### config.mk
export PLATFORM = sky130hd
export DESIGN_NAME = event_slot_dispatcher
export DESIGN_NICKNAME = d
export VERILOG_FILES = /design/src/rtl/core/esd_pkg.sv /design/src/rtl/core/esd_ram.sv /design/src/rtl/core/event_slot_dispatcher.sv
export SDC_FILE = /design/constraint.sdc
export NUM_CORES = 2
export LEC_CHECK = 0
export CAP_MARGIN = 40
export CORE_UTILIZATION = 43
export CTS_CLUSTER_SIZE = 14
export DETAILED_ROUTE_END_ITERATION = 6
export DONT_BUFFER_PORTS = 1
export PLACE_DENSITY_LB_ADDON = 0.2
export SLEW_MARGIN = 20
export SYNTH_ARGS = -nofsm -noshare
export SYNTH_HDL_FRONTEND = slang
export SYNTH_HIERARCHICAL = 1
export SYNTH_SLANG_ARGS = --single-unit
export TNS_END_PERCENT = 10
### constraint.sdc
create_clock -name clk -period 4.49 [get_ports clk]
set_input_delay 0.6735 -clock clk [delete_from_list [all_inputs] [get_ports clk]]
set_output_delay 0.6735 -clock clk [all_outputs]
set_load 0.02 [all_outputs]
### src/rtl/core/esd_pkg.sv
`default_nettype none

package esd_pkg;

  // Default sizing of the slot table
  localparam int SLOTS_DEF        = 32;
  localparam int SOURCES_DEF      = 64;
  localparam int HANDLER_BITS_DEF = 8;
  localparam int COUNT_BITS_DEF   = 16;

  // Fixed widths of the beat fields
  localparam int SRC_W      = 6;
  localparam int HND_IN_W   = 8;
  localparam int LIMIT_IN_W = 16;
  localparam int COND_W     = 64;
  localparam int SLOT_W     = 5;
  localparam int HND_OUT_W  = 8;

  typedef logic [1:0] cmd_t;
  typedef logic [1:0] kind_t;

  // Commands
  localparam cmd_t CMD_ASSIGN_REP  = 2'd0;
  localparam cmd_t CMD_ASSIGN_ONCE = 2'd1;
  localparam cmd_t CMD_CLEAR       = 2'd2;
  localparam cmd_t CMD_TICK        = 2'd3;

  // Result kinds
  localparam kind_t KIND_ASSIGN = 2'd0;
  localparam kind_t KIND_ACK    = 2'd1;
  localparam kind_t KIND_FIRE   = 2'd2;
  localparam kind_t KIND_DONE   = 2'd3;

endpackage

`default_nettype wire

### src/rtl/core/esd_ram.sv
`default_nettype none

module esd_ram #(
  parameter int WIDTH = 8,
  parameter int DEPTH = 32
) (
  input  wire logic                                  clk,
  input  wire logic                                  wr_en,
  input  wire logic [((DEPTH > 1) ? $clog2(DEPTH) : 1)-1:0] wr_addr,
  input  wire logic [WIDTH-1:0]                      wr_data,
  input  wire logic                                  rd_en,
  input  wire logic [((DEPTH > 1) ? $clog2(DEPTH) : 1)-1:0] rd_addr,
  output      logic [WIDTH-1:0]                      rd_data
);

  logic [WIDTH-1:0] mem_r [DEPTH];
  logic [WIDTH-1:0] rd_data_r;

  always_ff @(posedge clk) begin
    if (wr_en) begin
      mem_r[wr_addr] <= wr_data;
    end
    if (rd_en) begin
      rd_data_r <= mem_r[rd_addr];
    end
  end

  assign rd_data = rd_data_r;

endmodule

`default_nettype wire

### src/rtl/core/event_slot_dispatcher.sv
// Sequence: an assign walks the active bits to the lowest free slot, a count reset walks
//   every slot, and a tick reads each slot from the memories and then evaluates it; every
//   command ends with a closing beat, and result beats wait on out_tready.
// Throughput: one command at a time; the next one is taken after the closing beat loads.
// Reset: rst_n (synchronous, active low) marks every slot inactive at once;
//   the slot memories need no clearing pass.
`default_nettype none

module event_slot_dispatcher #(
  parameter int SLOTS        = esd_pkg::SLOTS_DEF,
  parameter int SOURCES      = esd_pkg::SOURCES_DEF,
  parameter int HANDLER_BITS = esd_pkg::HANDLER_BITS_DEF,
  parameter int COUNT_BITS   = esd_pkg::COUNT_BITS_DEF
) (
  input  wire logic          clk,
  input  wire logic          rst_n,
  input  wire logic          in_tvalid,
  output      logic          in_tready,
  // [5:0] source, [6] has_source, [14:7] handler, [15] has_handler,
  // [31:16] fire_limit, [95:32] conditions
  input  wire logic [95:0]   in_tdata,
  // [1:0] cmd
  input  wire esd_pkg::cmd_t in_tuser,
  output      logic          out_tvalid,
  input  wire logic          out_tready,
  // [4:0] slot, [12:5] fired_handler, [13] call_handler, [14] table_full,
  // [15] zero
  output      logic [15:0]   out_tdata,
  // [1:0] kind
  output      esd_pkg::kind_t out_tuser,
  output      logic          out_tlast
);

  import esd_pkg::*;

  // Slot index and scan counter widths; the counter reaches SLOTS to end a scan.
  localparam int IDX_W = (SLOTS > 1) ? $clog2(SLOTS) : 1;
  localparam int CNT_W = $clog2(SLOTS + 1);
  // Slot entry: {one_shot, limit, source, has_source, handler, has_handler}
  localparam int CFG_W = 1 + COUNT_BITS + SRC_W + 1 + HANDLER_BITS + 1;

  localparam logic [CNT_W-1:0]  LAST_IDX  = CNT_W'(SLOTS - 1);
  localparam logic [CNT_W-1:0]  SLOTS_CNT = CNT_W'(SLOTS);
  localparam logic [SRC_W:0]    SRC_LIM   = (SRC_W + 1)'(SOURCES);
  localparam logic [COUNT_BITS-1:0] CNT_MAX = {COUNT_BITS{1'b1}};

  // Sequencer states
  localparam logic [2:0] ST_IDLE   = 3'd0;
  localparam logic [2:0] ST_ASSIGN = 3'd1;
  localparam logic [2:0] ST_CLEAR  = 3'd2;
  localparam logic [2:0] ST_TICK   = 3'd3;
  localparam logic [2:0] ST_DONE   = 3'd4;

  logic [2:0]              state_r, state_nxt;
  logic [CNT_W-1:0]        idx_r, idx_nxt;
  logic                    ev_vld_r, ev_vld_nxt;
  logic [IDX_W-1:0]        ev_idx_r, ev_idx_nxt;
  logic [SLOTS-1:0]        active_r, active_nxt;

  // Command captured at accept
  logic                    once_r;
  logic [SRC_W-1:0]        src_r;
  logic                    has_src_r;
  logic [HANDLER_BITS-1:0] hnd_r;
  logic                    has_hnd_r;
  logic [COUNT_BITS-1:0]   limit_r;
  logic [COND_W-1:0]       cond_r;

  // Closing beat of the current command
  kind_t                   fin_kind_r, fin_kind_nxt;
  logic [SLOT_W-1:0]       fin_slot_r, fin_slot_nxt;
  logic                    fin_full_r, fin_full_nxt;

  // Output register
  logic                    out_valid_r, out_valid_nxt;
  kind_t                   out_kind_r, out_kind_nxt;
  logic [SLOT_W-1:0]       out_slot_r, out_slot_nxt;
  logic [HND_OUT_W-1:0]    out_hnd_r, out_hnd_nxt;
  logic                    out_call_r, out_call_nxt;
  logic                    out_full_r, out_full_nxt;
  logic                    out_last_r, out_last_nxt;
  logic                    out_load;
  logic                    out_busy;

  // Slot memory ports
  logic                    cfg_we;
  logic [IDX_W-1:0]        cfg_waddr;
  logic [CFG_W-1:0]        cfg_wdata;
  logic [CFG_W-1:0]        cfg_rdata;
  logic                    cnt_we;
  logic [IDX_W-1:0]        cnt_waddr;
  logic [COUNT_BITS-1:0]   cnt_wdata;
  logic [COUNT_BITS-1:0]   cnt_rdata;
  logic                    rd_en;

  // Slot under evaluation
  logic                    ev_once;
  logic [COUNT_BITS-1:0]   ev_limit;
  logic [SRC_W-1:0]        ev_src;
  logic                    ev_has_src;
  logic [HANDLER_BITS-1:0] ev_hnd;
  logic                    ev_has_hnd;
  logic                    line_on;
  logic                    under_limit;
  logic                    fire;
  logic [COUNT_BITS-1:0]   cnt_inc;
  logic                    stall;
  logic                    in_acc;
  logic [IDX_W-1:0]        scan_idx;

  assign in_acc   = in_tvalid && in_tready;
  assign out_busy = out_valid_r && !out_tready;
  assign scan_idx = idx_r[IDX_W-1:0];

  // Slot entries, written on assign and read one slot per cycle during a tick while no stall holds the scan
  assign cfg_wdata = {once_r, limit_r, src_r, has_src_r, hnd_r, has_hnd_r};
  assign cfg_waddr = scan_idx;

  esd_ram #(
    .WIDTH (CFG_W),
    .DEPTH (SLOTS)
  ) u_cfg_ram (
    .clk     (clk),
    .wr_en   (cfg_we),
    .wr_addr (cfg_waddr),
    .wr_data (cfg_wdata),
    .rd_en   (rd_en),
    .rd_addr (scan_idx),
    .rd_data (cfg_rdata)
  );

  // Fire counts, read-modify-written by the tick, zeroed by assign and count reset
  esd_ram #(
    .WIDTH (COUNT_BITS),
    .DEPTH (SLOTS)
  ) u_cnt_ram (
    .clk     (clk),
    .wr_en   (cnt_we),
    .wr_addr (cnt_waddr),
    .wr_data (cnt_wdata),
    .rd_en   (rd_en),
    .rd_addr (scan_idx),
    .rd_data (cnt_rdata)
  );

  assign {ev_once, ev_limit, ev_src, ev_has_src, ev_hnd, ev_has_hnd} = cfg_rdata;

  // Fire decision for the slot whose entry came back from the memories
  assign line_on     = ({1'b0, ev_src} < SRC_LIM) && cond_r[ev_src];
  assign under_limit = !ev_once || (cnt_rdata < ev_limit);
  assign fire        = ev_vld_r && active_r[ev_idx_r] && ev_has_src && line_on && under_limit;
  // Saturate at the top; only one-shot counts are ever compared
  assign cnt_inc     = (cnt_rdata != CNT_MAX) ? cnt_rdata + COUNT_BITS'(1) : cnt_rdata;
  // A firing slot waits in the eval stage while the output register holds a beat that is not taken
  assign stall       = fire && out_busy;

  always_comb begin
    state_nxt     = state_r;
    idx_nxt       = idx_r;
    ev_vld_nxt    = ev_vld_r;
    ev_idx_nxt    = ev_idx_r;
    active_nxt    = active_r;
    fin_kind_nxt  = fin_kind_r;
    fin_slot_nxt  = fin_slot_r;
    fin_full_nxt  = fin_full_r;
    out_load      = 1'b0;
    out_kind_nxt  = out_kind_r;
    out_slot_nxt  = out_slot_r;
    out_hnd_nxt   = out_hnd_r;
    out_call_nxt  = out_call_r;
    out_full_nxt  = out_full_r;
    out_last_nxt  = out_last_r;
    cfg_we        = 1'b0;
    cnt_we        = 1'b0;
    cnt_waddr     = scan_idx;
    cnt_wdata     = '0;
    rd_en         = 1'b0;
    in_tready     = 1'b0;

    case (state_r)
      ST_IDLE: begin
        in_tready = 1'b1;
        if (in_tvalid) begin
          idx_nxt      = '0;
          ev_vld_nxt   = 1'b0;
          fin_slot_nxt = '0;
          fin_full_nxt = 1'b0;
          case (in_tuser)
            CMD_ASSIGN_REP, CMD_ASSIGN_ONCE: begin
              state_nxt    = ST_ASSIGN;
              fin_kind_nxt = KIND_ASSIGN;
            end
            CMD_CLEAR: begin
              state_nxt    = ST_CLEAR;
              fin_kind_nxt = KIND_ACK;
            end
            default: begin
              state_nxt    = ST_TICK;
              fin_kind_nxt = KIND_DONE;
            end
          endcase
        end
      end

      ST_ASSIGN: begin
        // Walk the active bits for the lowest free slot
        if (!active_r[scan_idx]) begin
          cfg_we               = 1'b1;
          cnt_we               = 1'b1;
          active_nxt[scan_idx] = 1'b1;
          fin_slot_nxt         = SLOT_W'(scan_idx);
          state_nxt            = ST_DONE;
        end else if (idx_r == LAST_IDX) begin
          fin_full_nxt = 1'b1;
          state_nxt    = ST_DONE;
        end else begin
          idx_nxt = idx_r + CNT_W'(1);
        end
      end

      ST_CLEAR: begin
        // Zero every count; repeating counts never reach a result
        cnt_we = 1'b1;
        if (idx_r == LAST_IDX) begin
          state_nxt = ST_DONE;
        end else begin
          idx_nxt = idx_r + CNT_W'(1);
        end
      end

      ST_TICK: begin
        if (!stall) begin
          if (fire) begin
            cnt_we       = 1'b1;
            cnt_waddr    = ev_idx_r;
            cnt_wdata    = cnt_inc;
            if (ev_once && (cnt_inc >= ev_limit)) begin
              active_nxt[ev_idx_r] = 1'b0;
            end
            out_load     = 1'b1;
            out_kind_nxt = KIND_FIRE;
            out_slot_nxt = SLOT_W'(ev_idx_r);
            out_hnd_nxt  = ev_has_hnd ? HND_OUT_W'(ev_hnd) : '0;
            out_call_nxt = ev_has_hnd;
            out_full_nxt = 1'b0;
            out_last_nxt = 1'b0;
          end
          // Advance the read side one slot
          if (idx_r < SLOTS_CNT) begin
            rd_en      = 1'b1;
            ev_vld_nxt = 1'b1;
            ev_idx_nxt = scan_idx;
            idx_nxt    = idx_r + CNT_W'(1);
          end else begin
            ev_vld_nxt = 1'b0;
            if (!ev_vld_r) begin
              state_nxt = ST_DONE;
            end
          end
        end
      end

      ST_DONE: begin
        // Send the closing beat once the output register frees up
        if (!out_busy) begin
          out_load     = 1'b1;
          out_kind_nxt = fin_kind_r;
          out_slot_nxt = fin_slot_r;
          out_hnd_nxt  = '0;
          out_call_nxt = 1'b0;
          out_full_nxt = fin_full_r;
          out_last_nxt = 1'b1;
          state_nxt    = ST_IDLE;
        end
      end

      default: begin
        state_nxt = ST_IDLE;
      end
    endcase
  end

  assign out_valid_nxt = out_load ? 1'b1 : (out_tready ? 1'b0 : out_valid_r);

  always_ff @(posedge clk) begin
    if (!rst_n) begin
      state_r     <= ST_IDLE;
      idx_r       <= '0;
      ev_vld_r    <= 1'b0;
      active_r    <= '0;
      out_valid_r <= 1'b0;
    end else begin
      state_r     <= state_nxt;
      idx_r       <= idx_nxt;
      ev_vld_r    <= ev_vld_nxt;
      active_r    <= active_nxt;
      out_valid_r <= out_valid_nxt;
    end
  end

  // Payload: no reset needed
  always_ff @(posedge clk) begin
    ev_idx_r   <= ev_idx_nxt;
    fin_kind_r <= fin_kind_nxt;
    fin_slot_r <= fin_slot_nxt;
    fin_full_r <= fin_full_nxt;
    out_kind_r <= out_kind_nxt;
    out_slot_r <= out_slot_nxt;
    out_hnd_r  <= out_hnd_nxt;
    out_call_r <= out_call_nxt;
    out_full_r <= out_full_nxt;
    out_last_r <= out_last_nxt;
    if (in_acc) begin
      once_r    <= (in_tuser == CMD_ASSIGN_ONCE);
      src_r     <= in_tdata[5:0];
      has_src_r <= in_tdata[6];
      hnd_r     <= HANDLER_BITS'(in_tdata[14:7]);
      has_hnd_r <= in_tdata[15];
      limit_r   <= COUNT_BITS'(in_tdata[31:16]);
      cond_r    <= in_tdata[95:32];
    end
  end

  assign out_tvalid = out_valid_r;
  assign out_tdata  = {1'b0, out_full_r, out_call_r, out_hnd_r, out_slot_r};
  assign out_tuser  = out_kind_r;
  assign out_tlast  = out_last_r;

endmodule

`default_nettype wire

Word-level counts from Yosys, hierarchy flattened

Memory sizes are Yosys's and may differ from the RTL's. A register that Yosys moved wholly into a read port is not among the register bits.
Cells that the tools add are included.

Mux-type cells: 87
Reductions and logical operators: 31
Add/subtract/negate cells: 2
Equality and inequality tests: 19
Bitwise gates (word level): 4
$lt $le $gt $ge: 8

Operators with widths:

| kind                                                       | count |
|---|---|
| two-way mux 32 bit                                         | 4 |
| two-way mux 16 bit                                         | 4 |
| case mux 32 bit (2 select lines)                           | 1 |
| two-way mux 5 bit                                          | 8 |
| bitwise AND 32 bit                                         | 1 |
| two-way mux 8 bit                                          | 4 |
| inverter 32 bit                                            | 1 |
| OR 32 bit                                                  | 1 |
| two-way mux 1 bit                                          | 31 |
| two-way mux 6 bit                                          | 5 |
| case mux 6 bit (4 select lines)                            | 1 |
| != test 2 bit, second input constant                       | 11 |
| two-way mux 3 bit                                          | 7 |
| case mux 5 bit (2 select lines)                            | 2 |
| adder 16 x 1 -> 16 bit, second input constant              | 1 |
| greater-or-equal comparator 16 bit                         | 1 |
| less-than comparator 16 bit                                | 1 |
| != test 16 bit, second input constant                      | 1 |
| case mux 8 bit (2 select lines)                            | 1 |
| case mux 3 bit (5 select lines)                            | 1 |
| AND reduction 5 bit                                        | 3 |
| less-than comparator 5 x 6 -> 1 bit, second input constant | 2 |
| case mux 1 bit (2 select lines)                            | 6 |
| case mux 2 bit (2 select lines)                            | 3 |
| other kinds (27)                                           | 50 |

Bits in writable memories: 1568
Word-level logic and storage cells: 175
Output and inout bits: 21
Memories: 2
Input bits: 102
Flip-flop bits (word level): 171

Memory list:

| name            | words | width | read ports | clocked after memory_dff | wr ports | RTL line      | text |
|---|---|---|---|---|---|---|---|
| u_cfg_ram.mem_r | 32    | 33    | 1          | 1                        | 1        | esd_ram.sv:16 | `logic [WIDTH-1:0] mem_r [DEPTH];` |
| u_cnt_ram.mem_r | 32    | 16    | 1          | 1                        | 1        | esd_ram.sv:16 |  |

Longest topological paths before layout

Depth after elaboration: 11
Gate-level depth with buffers: 18
Mapped depth without buffers: 16

Hierarchy

The synthesis kept the hierarchy.

By module, submodules not included:

| module                | times used | area each (µm²) | cells each |
|---|---|---|---|
| esd_ram at u_cfg_ram  | 1          | 42144.2         | 2332 |
| esd_ram at u_cnt_ram  | 1          | 20694.8         | 1143 |
| event_slot_dispatcher | 1          | 8602.0          | 748 |

Worst setup path after synthesis

No wires, ideal clock.

Path kind: flip-flop to flip-flop
Start point: register idx_r[1]
End point: memory u_cfg_ram/mem_r[12][0] in the netlist's numbering (enable)
Arrival time: 4.005 ns
Setup time: 0.423 ns
Clock period less this slack: 4.428 ns
Slack: 0.062 ns
Cell stages (with the launch flop): 10
Path through: dfxtp_1 -> buf_4 -> mux4_2 -> o2111ai_1 -> and4_1 -> buf_2 -> and2_1 -> or3b_2 -> clkbuf_1 -> nor2_1

Cells in the longest elaborated chain, start to end: 6

Ends and longest elaborated chain:

| element                                 | RTL line                     | text |
|---|---|---|
| start: declaration                      | event_slot_dispatcher.sv:55  | `logic [CNT_W-1:0] idx_r, idx_nxt;` |
| start signal: assignment                | event_slot_dispatcher.sv:294 | `idx_r <= idx_nxt;` |
| binary-select mux 1 bit (select 5 bit)  | event_slot_dispatcher.sv:207 | `if (!active_r[scan_idx]) begin` |
| two-way mux 1 bit (not written as such) | event_slot_dispatcher.sv:207 |  |
| two-way mux 1 bit                       | event_slot_dispatcher.sv:207 |  |
| two-way mux 1 bit                       | event_slot_dispatcher.sv:180 | `case (state_r)` |
| named net cfg_we                        | event_slot_dispatcher.sv:86  | `logic cfg_we;` |
| two-way mux 1 bit                       | esd_ram.sv:20                | `if (wr_en) begin` |
| two-way mux 1 bit (not written as such) | esd_ram.sv:21                | `mem_r[wr_addr] <= wr_data;` |
| end: declaration                        | esd_ram.sv:16                |  |

The timed path passes the listed nets, and every way through them passes these cells. The select of a mux whose other input is x is not followed.

Final worst setup path

Start point: register u_cfg_ram.rd_data_r[10] (netlist: u_cfg_ram/rd_data[10]) (read register of u_cfg_ram.mem_r)
End point: memory u_cnt_ram/mem_r[8][8] in the netlist's numbering (enable)

RTL lines:

| element                                                       | RTL line                                                   | text |
|---|---|---|
| start: declaration                                            | esd_ram.sv:17                                              | `logic [WIDTH-1:0] rd_data_r;` |
| binary-select mux 1 bit (select 6 bit) (*)                    | event_slot_dispatcher.sv:149                               | `assign line_on = ({1'b0, ev_src} < SRC_LIM) && cond_r[ev_src];` |
| two-way mux 1 bit (not written as such) (*)                   | event_slot_dispatcher.sv:149                               |  |
| logical AND 1 bit (*) (2 in series)                           | event_slot_dispatcher.sv:151                               | `assign fire = ev_vld_r && active_r[ev_idx_r] && ev_has_src && line_on && under_limit;` |
| two-way mux 5 bit / logical AND 1 bit (equally long branches) | event_slot_dispatcher.sv:233, event_slot_dispatcher.sv:155 |  |
| two-way mux 5 bit (*)                                         | event_slot_dispatcher.sv:232                               | `if (!stall) begin` |
| two-way mux 5 bit (*)                                         | event_slot_dispatcher.sv:180                               |  |
| named net cnt_waddr[0]                                        | event_slot_dispatcher.sv:91                                | `logic [IDX_W-1:0] cnt_waddr;` |
| end: declaration                                              | esd_ram.sv:16                                              |  |

Mark *: on every way through the listed nets, which the timed path passes. The rest lies on a longest branch. The select of a mux whose other input is x is not followed.

==> qor.csv <==
stage,metric,value,unit
setup_path,crit_arrival,4.83,ns
die,core_area,165000,sq um
hold_path,min_to,idx_r[2],
die,start_util,0.4330,
synth,synth_cell_types,64,
final_layout,fin_util,0.5009,
power_and_ir_drop,p_sw_frac,0.2745,
power_and_ir_drop,power.internal,0.03106,W
cts,cts_tree,yes,
setup_path,timing.rr.end,u_cnt_ram/mem_r[8][8],
placement,place_area,75690,sq um
final_layout,multi_input_area,16810,sq um
route,dr.first_iter.drc_count,3273,
sta,finalWorstSetupSlack,0.1590,ns
setup_path,crit_path_end_kind,flip-flop,
final_layout,instances_no_fill,6858,
grt,grt_max_degree,121,
placement,gp_congestion,0.8394,
cts,hold_buffers,99,
power_and_ir_drop,ir_worst_vdd,509.3,uV
cts,numClockSinks,1788,
route,num_vias,38240,
setup_path,path_class,reg -> reg,
route,wirelength,181.0,mm
die,die_h,409.6,um
placement,dp_slack,0.1529,ns
setup_path,crit_path_start_kind,flip-flop,
grt,grt_pass1_vias,37810,
placement,io_buffers,0,
setup_path,rr_worst_depth,12,
sta,setup_violations,0,
synth,synth_edf_count,1745,
cts,cts_root_buf,clkbuf_16,
cts,cts_setup_buffers,0,
grt,grt_antenna_before_repair,7,
route,drtAntennaViolNets,0,
power_and_ir_drop,p_comb_frac,0.188,
sta,finalCriticalPeriod,4.331,ns
synth,async_flop_share,0,
cts,cts_resized,0,
grt,grt-ovfl-total,0,
die,io-pin-count,123,
final_layout,area_delta_synth_final,15.67,%
sta,slew_headroom,0.2850,
sta,rsz0062_at_grt,false,
placement,hpwl,107.0,mm
cts,clockBufferDepth,3,
route,wl_met2,91.16,mm
route,wl_met3,9.379,mm
cts,cts-buffers-inserted,183,
cts,clk_pin_slew_worst_paths,0.07,ns
route,post-route-drc-count,4,
hold_path,hold_path_depth,2,
synth,synth_warnings,6,
grt,grt_usage,0.2133,
setup_path,crit_fanout,16,
route,wl_met1,76.54,mm
route,wire_per_inst,26.40,um
placement,placed_cells,6410,
hold_path,hp-class,in -> reg,
final_layout,num-fill-cells,13640,
sta,hold_violations,0,
power_and_ir_drop,leakagePower,25.91,nW
sta,fin_crit_sh,0.9646,
final_layout,postLayoutCellArea,82640,sq um
sta,maxClockFrequency,230.9,MHz
synth,syn_inst,4223,
route,vias_per_cell,5.576,
final_layout,regArea,53270,sq um
cts,clock_latency,0.84,ns
synth,syn_avg_cell_area,16.92,sq um
die,die_w,409.6,um
final_layout,fin_nets,4650,
setup_path,rrSetupSlack,0.16,ns
sta,skew,0.04571,ns
die,core.rowCount,149,
synth,synth_seq_area_share,0.7455,
power_and_ir_drop,p_seq_frac,0.467,
grt,grt_pass1_wl,262.1,mm
sta,slew_viol_final,0,
power_and_ir_drop,switching_power,0.01175,W
sta,max_slew.worst_pin.slew,1.072,ns
setup_path,worstReg2RegStart,u_cfg_ram/rd_data[10],
outcome,violations,DRC,
final_layout,layout-drive-gt1-share,0.1299,
setup_path,required,4.99,ns
power_and_ir_drop,powerDensity,518.2,nW/um^2
route,top_layer,met5,
flow_run,max_cap_viol_count,0,
power_and_ir_drop,clkPwrFrac,0.345,
cts,h-tree-depth,4,
hold_path,hp-start,rst_n,
sta,setup_tns,0,ns
synth,synthFlopType,edfxtp_1,
outcome,status,"finished, violations left",
synth,netlist_area,71440,sq um
setup_path,crit_start,u_cfg_ram/rd_data[10],
die,die-area,167800,sq um
synth,synth.net_count,4361,
route,dr.pass1.iters,7,
synth,ys_ff_latch,1788,
-- sequential cells by signal, indices dropped and copies added (netlist names), 8 cells and up --
register and count:
u_cnt_ram/rd_data 16, u_cnt_ram/mem_r 512, u_cfg_ram/rd_data 33, limit_r 16, out_hnd_r 8, cond_r 64
u_cfg_ram/mem_r 1056, hnd_r 8, active_r 32
-- layout make-up --
cell class                      count  area share
Sequential cell                  1788      0.6446
Multi-Input combinational cell   2162      0.2035
Clock buffer                      224     0.05779
Timing Repair Buffer              349     0.04679
Tap cell                         2189     0.03314
Clock inverter                    115     0.01282
Inverter                           28    0.001302
Antenna cell                        3  0.00009085
-- worst max-delay path: stages, from the launching register on --
cell	delay, ns
edfxtp_1	0.61
mux4_1	0.60
mux4_2	0.47
nand2_1	0.10
o2111ai_1	0.12
buf_4	0.20
nor2b_1	0.17
nand3_1	0.11
buf_4	0.18
mux2_2	0.37
or3b_2	0.65
nor2_1	0.25
buf_12	0.18
-- routing by layer --
metal	GRT usage	up-vias
met4	0.05507	10
met2	0.3631	1039
li1	-	17270
met3	0.03387	261
met5	0	-
met1	0.2841	19660
-- cells in the mapped netlist (12+ instances only) --
cell / count / area (sq um)
a22o_1: 99 / 867.1
a21oi_1: 156 / 780.8
inv_1: 28 / 105.1
nor2b_1: 30 / 187.7
nand2_1: 192 / 720.7
mux4_2: 16 / 360.4
clkbuf_1: 75 / 281.5
and2_1: 15 / 93.84
dfxtp_1: 43 / 860.8
ha_1: 36 / 450.4
edfxtp_1: 1745 / 52400
mux2i_1: 818 / 8188
a22oi_1: 167 / 1254
o21ai_0: 44 / 220.2
buf_4: 47 / 352.8
nand3b_1: 15 / 112.6
nor2_1: 132 / 495.5
mux2_2: 12 / 135.1
nand3_1: 156 / 780.8
buf_2: 61 / 305.3
buf_6: 31 / 349.1
a31oi_1: 85 / 531.8
and3_1: 17 / 106.4
nand4_1: 20 / 125.1
nor3_1: 61 / 305.3
buf_1: 14 / 52.55
-- power by group through the flow --
stage	sequential [W]	combinational (W)	clock, W
4_1_cts	0.0201	0.00795	0.0150
5_1_grt	0.0201	0.00854	0.0157
6_report	0.0200	0.00804	0.0148
3_5_place_dp	0.0204	0.00785	0
2_1_floorplan	0.0204	0.00561	0
3_3_place_gp	0.0207	0.00730	0
-- logic make-up (layout without fill, tap and decap cells) --
family | Yosys count | count (layout) | synth area share
compound gates | 585 | 585 | 0.05512
xor+xnor | 10 | 10 | 0.001226
fa+ha+maj | 36 | 36 | 0.006305
buf+inv | 273 | 716 | 0.02396
flops | 1788 | 1788 | 0.7455
mux | 848 | 848 | 0.1223
other cells | 1 | 4 | 0.00005249
simple gates | 682 | 682 | 0.04554
-- worst max-delay path by stage --
| stage | endpoint | slack (ns) |
|---|---|---|
| after detailed placement | u_cnt_ram/mem_r[4][3] | 0.15 |
| final | u_cnt_ram/mem_r[8][8] | 0.16 |
| after global routing | u_cnt_ram/mem_r[8][0] | 0.06 |
| after CTS | u_cnt_ram/mem_r[8][2] | 0.15 |
| after global placement | u_cnt_ram/mem_r[20][1] | 0.20 |
| after floorplan | u_cfg_ram/mem_r[12][0] | 0.06 |
-- cells in the final DEF (no fill, tap or decap), types with 85 or more instances in the layout --
cell              n
edfxtp_1       1745
nor2_1           98
buf_4           165
a21oi_1         154
nand3_1         156
nand2_1         191
mux2i_1         818
a22o_1           99
a22oi_1         167
clkbuf_16       185
dlygate4sd3_1    98
a31oi_1          85
-- per-stage QoR --
step	total power, W	hold WS (ns)
6_report	0.04282	0.07870
2_1_floorplan	0.02598	0.4565
5_1_grt	0.04429	0.04838
3_3_place_gp	0.02804	0.4836
3_5_place_dp	0.02829	0.4912
4_1_cts	0.04310	0.01770
(Power assumes the default switching activity.)
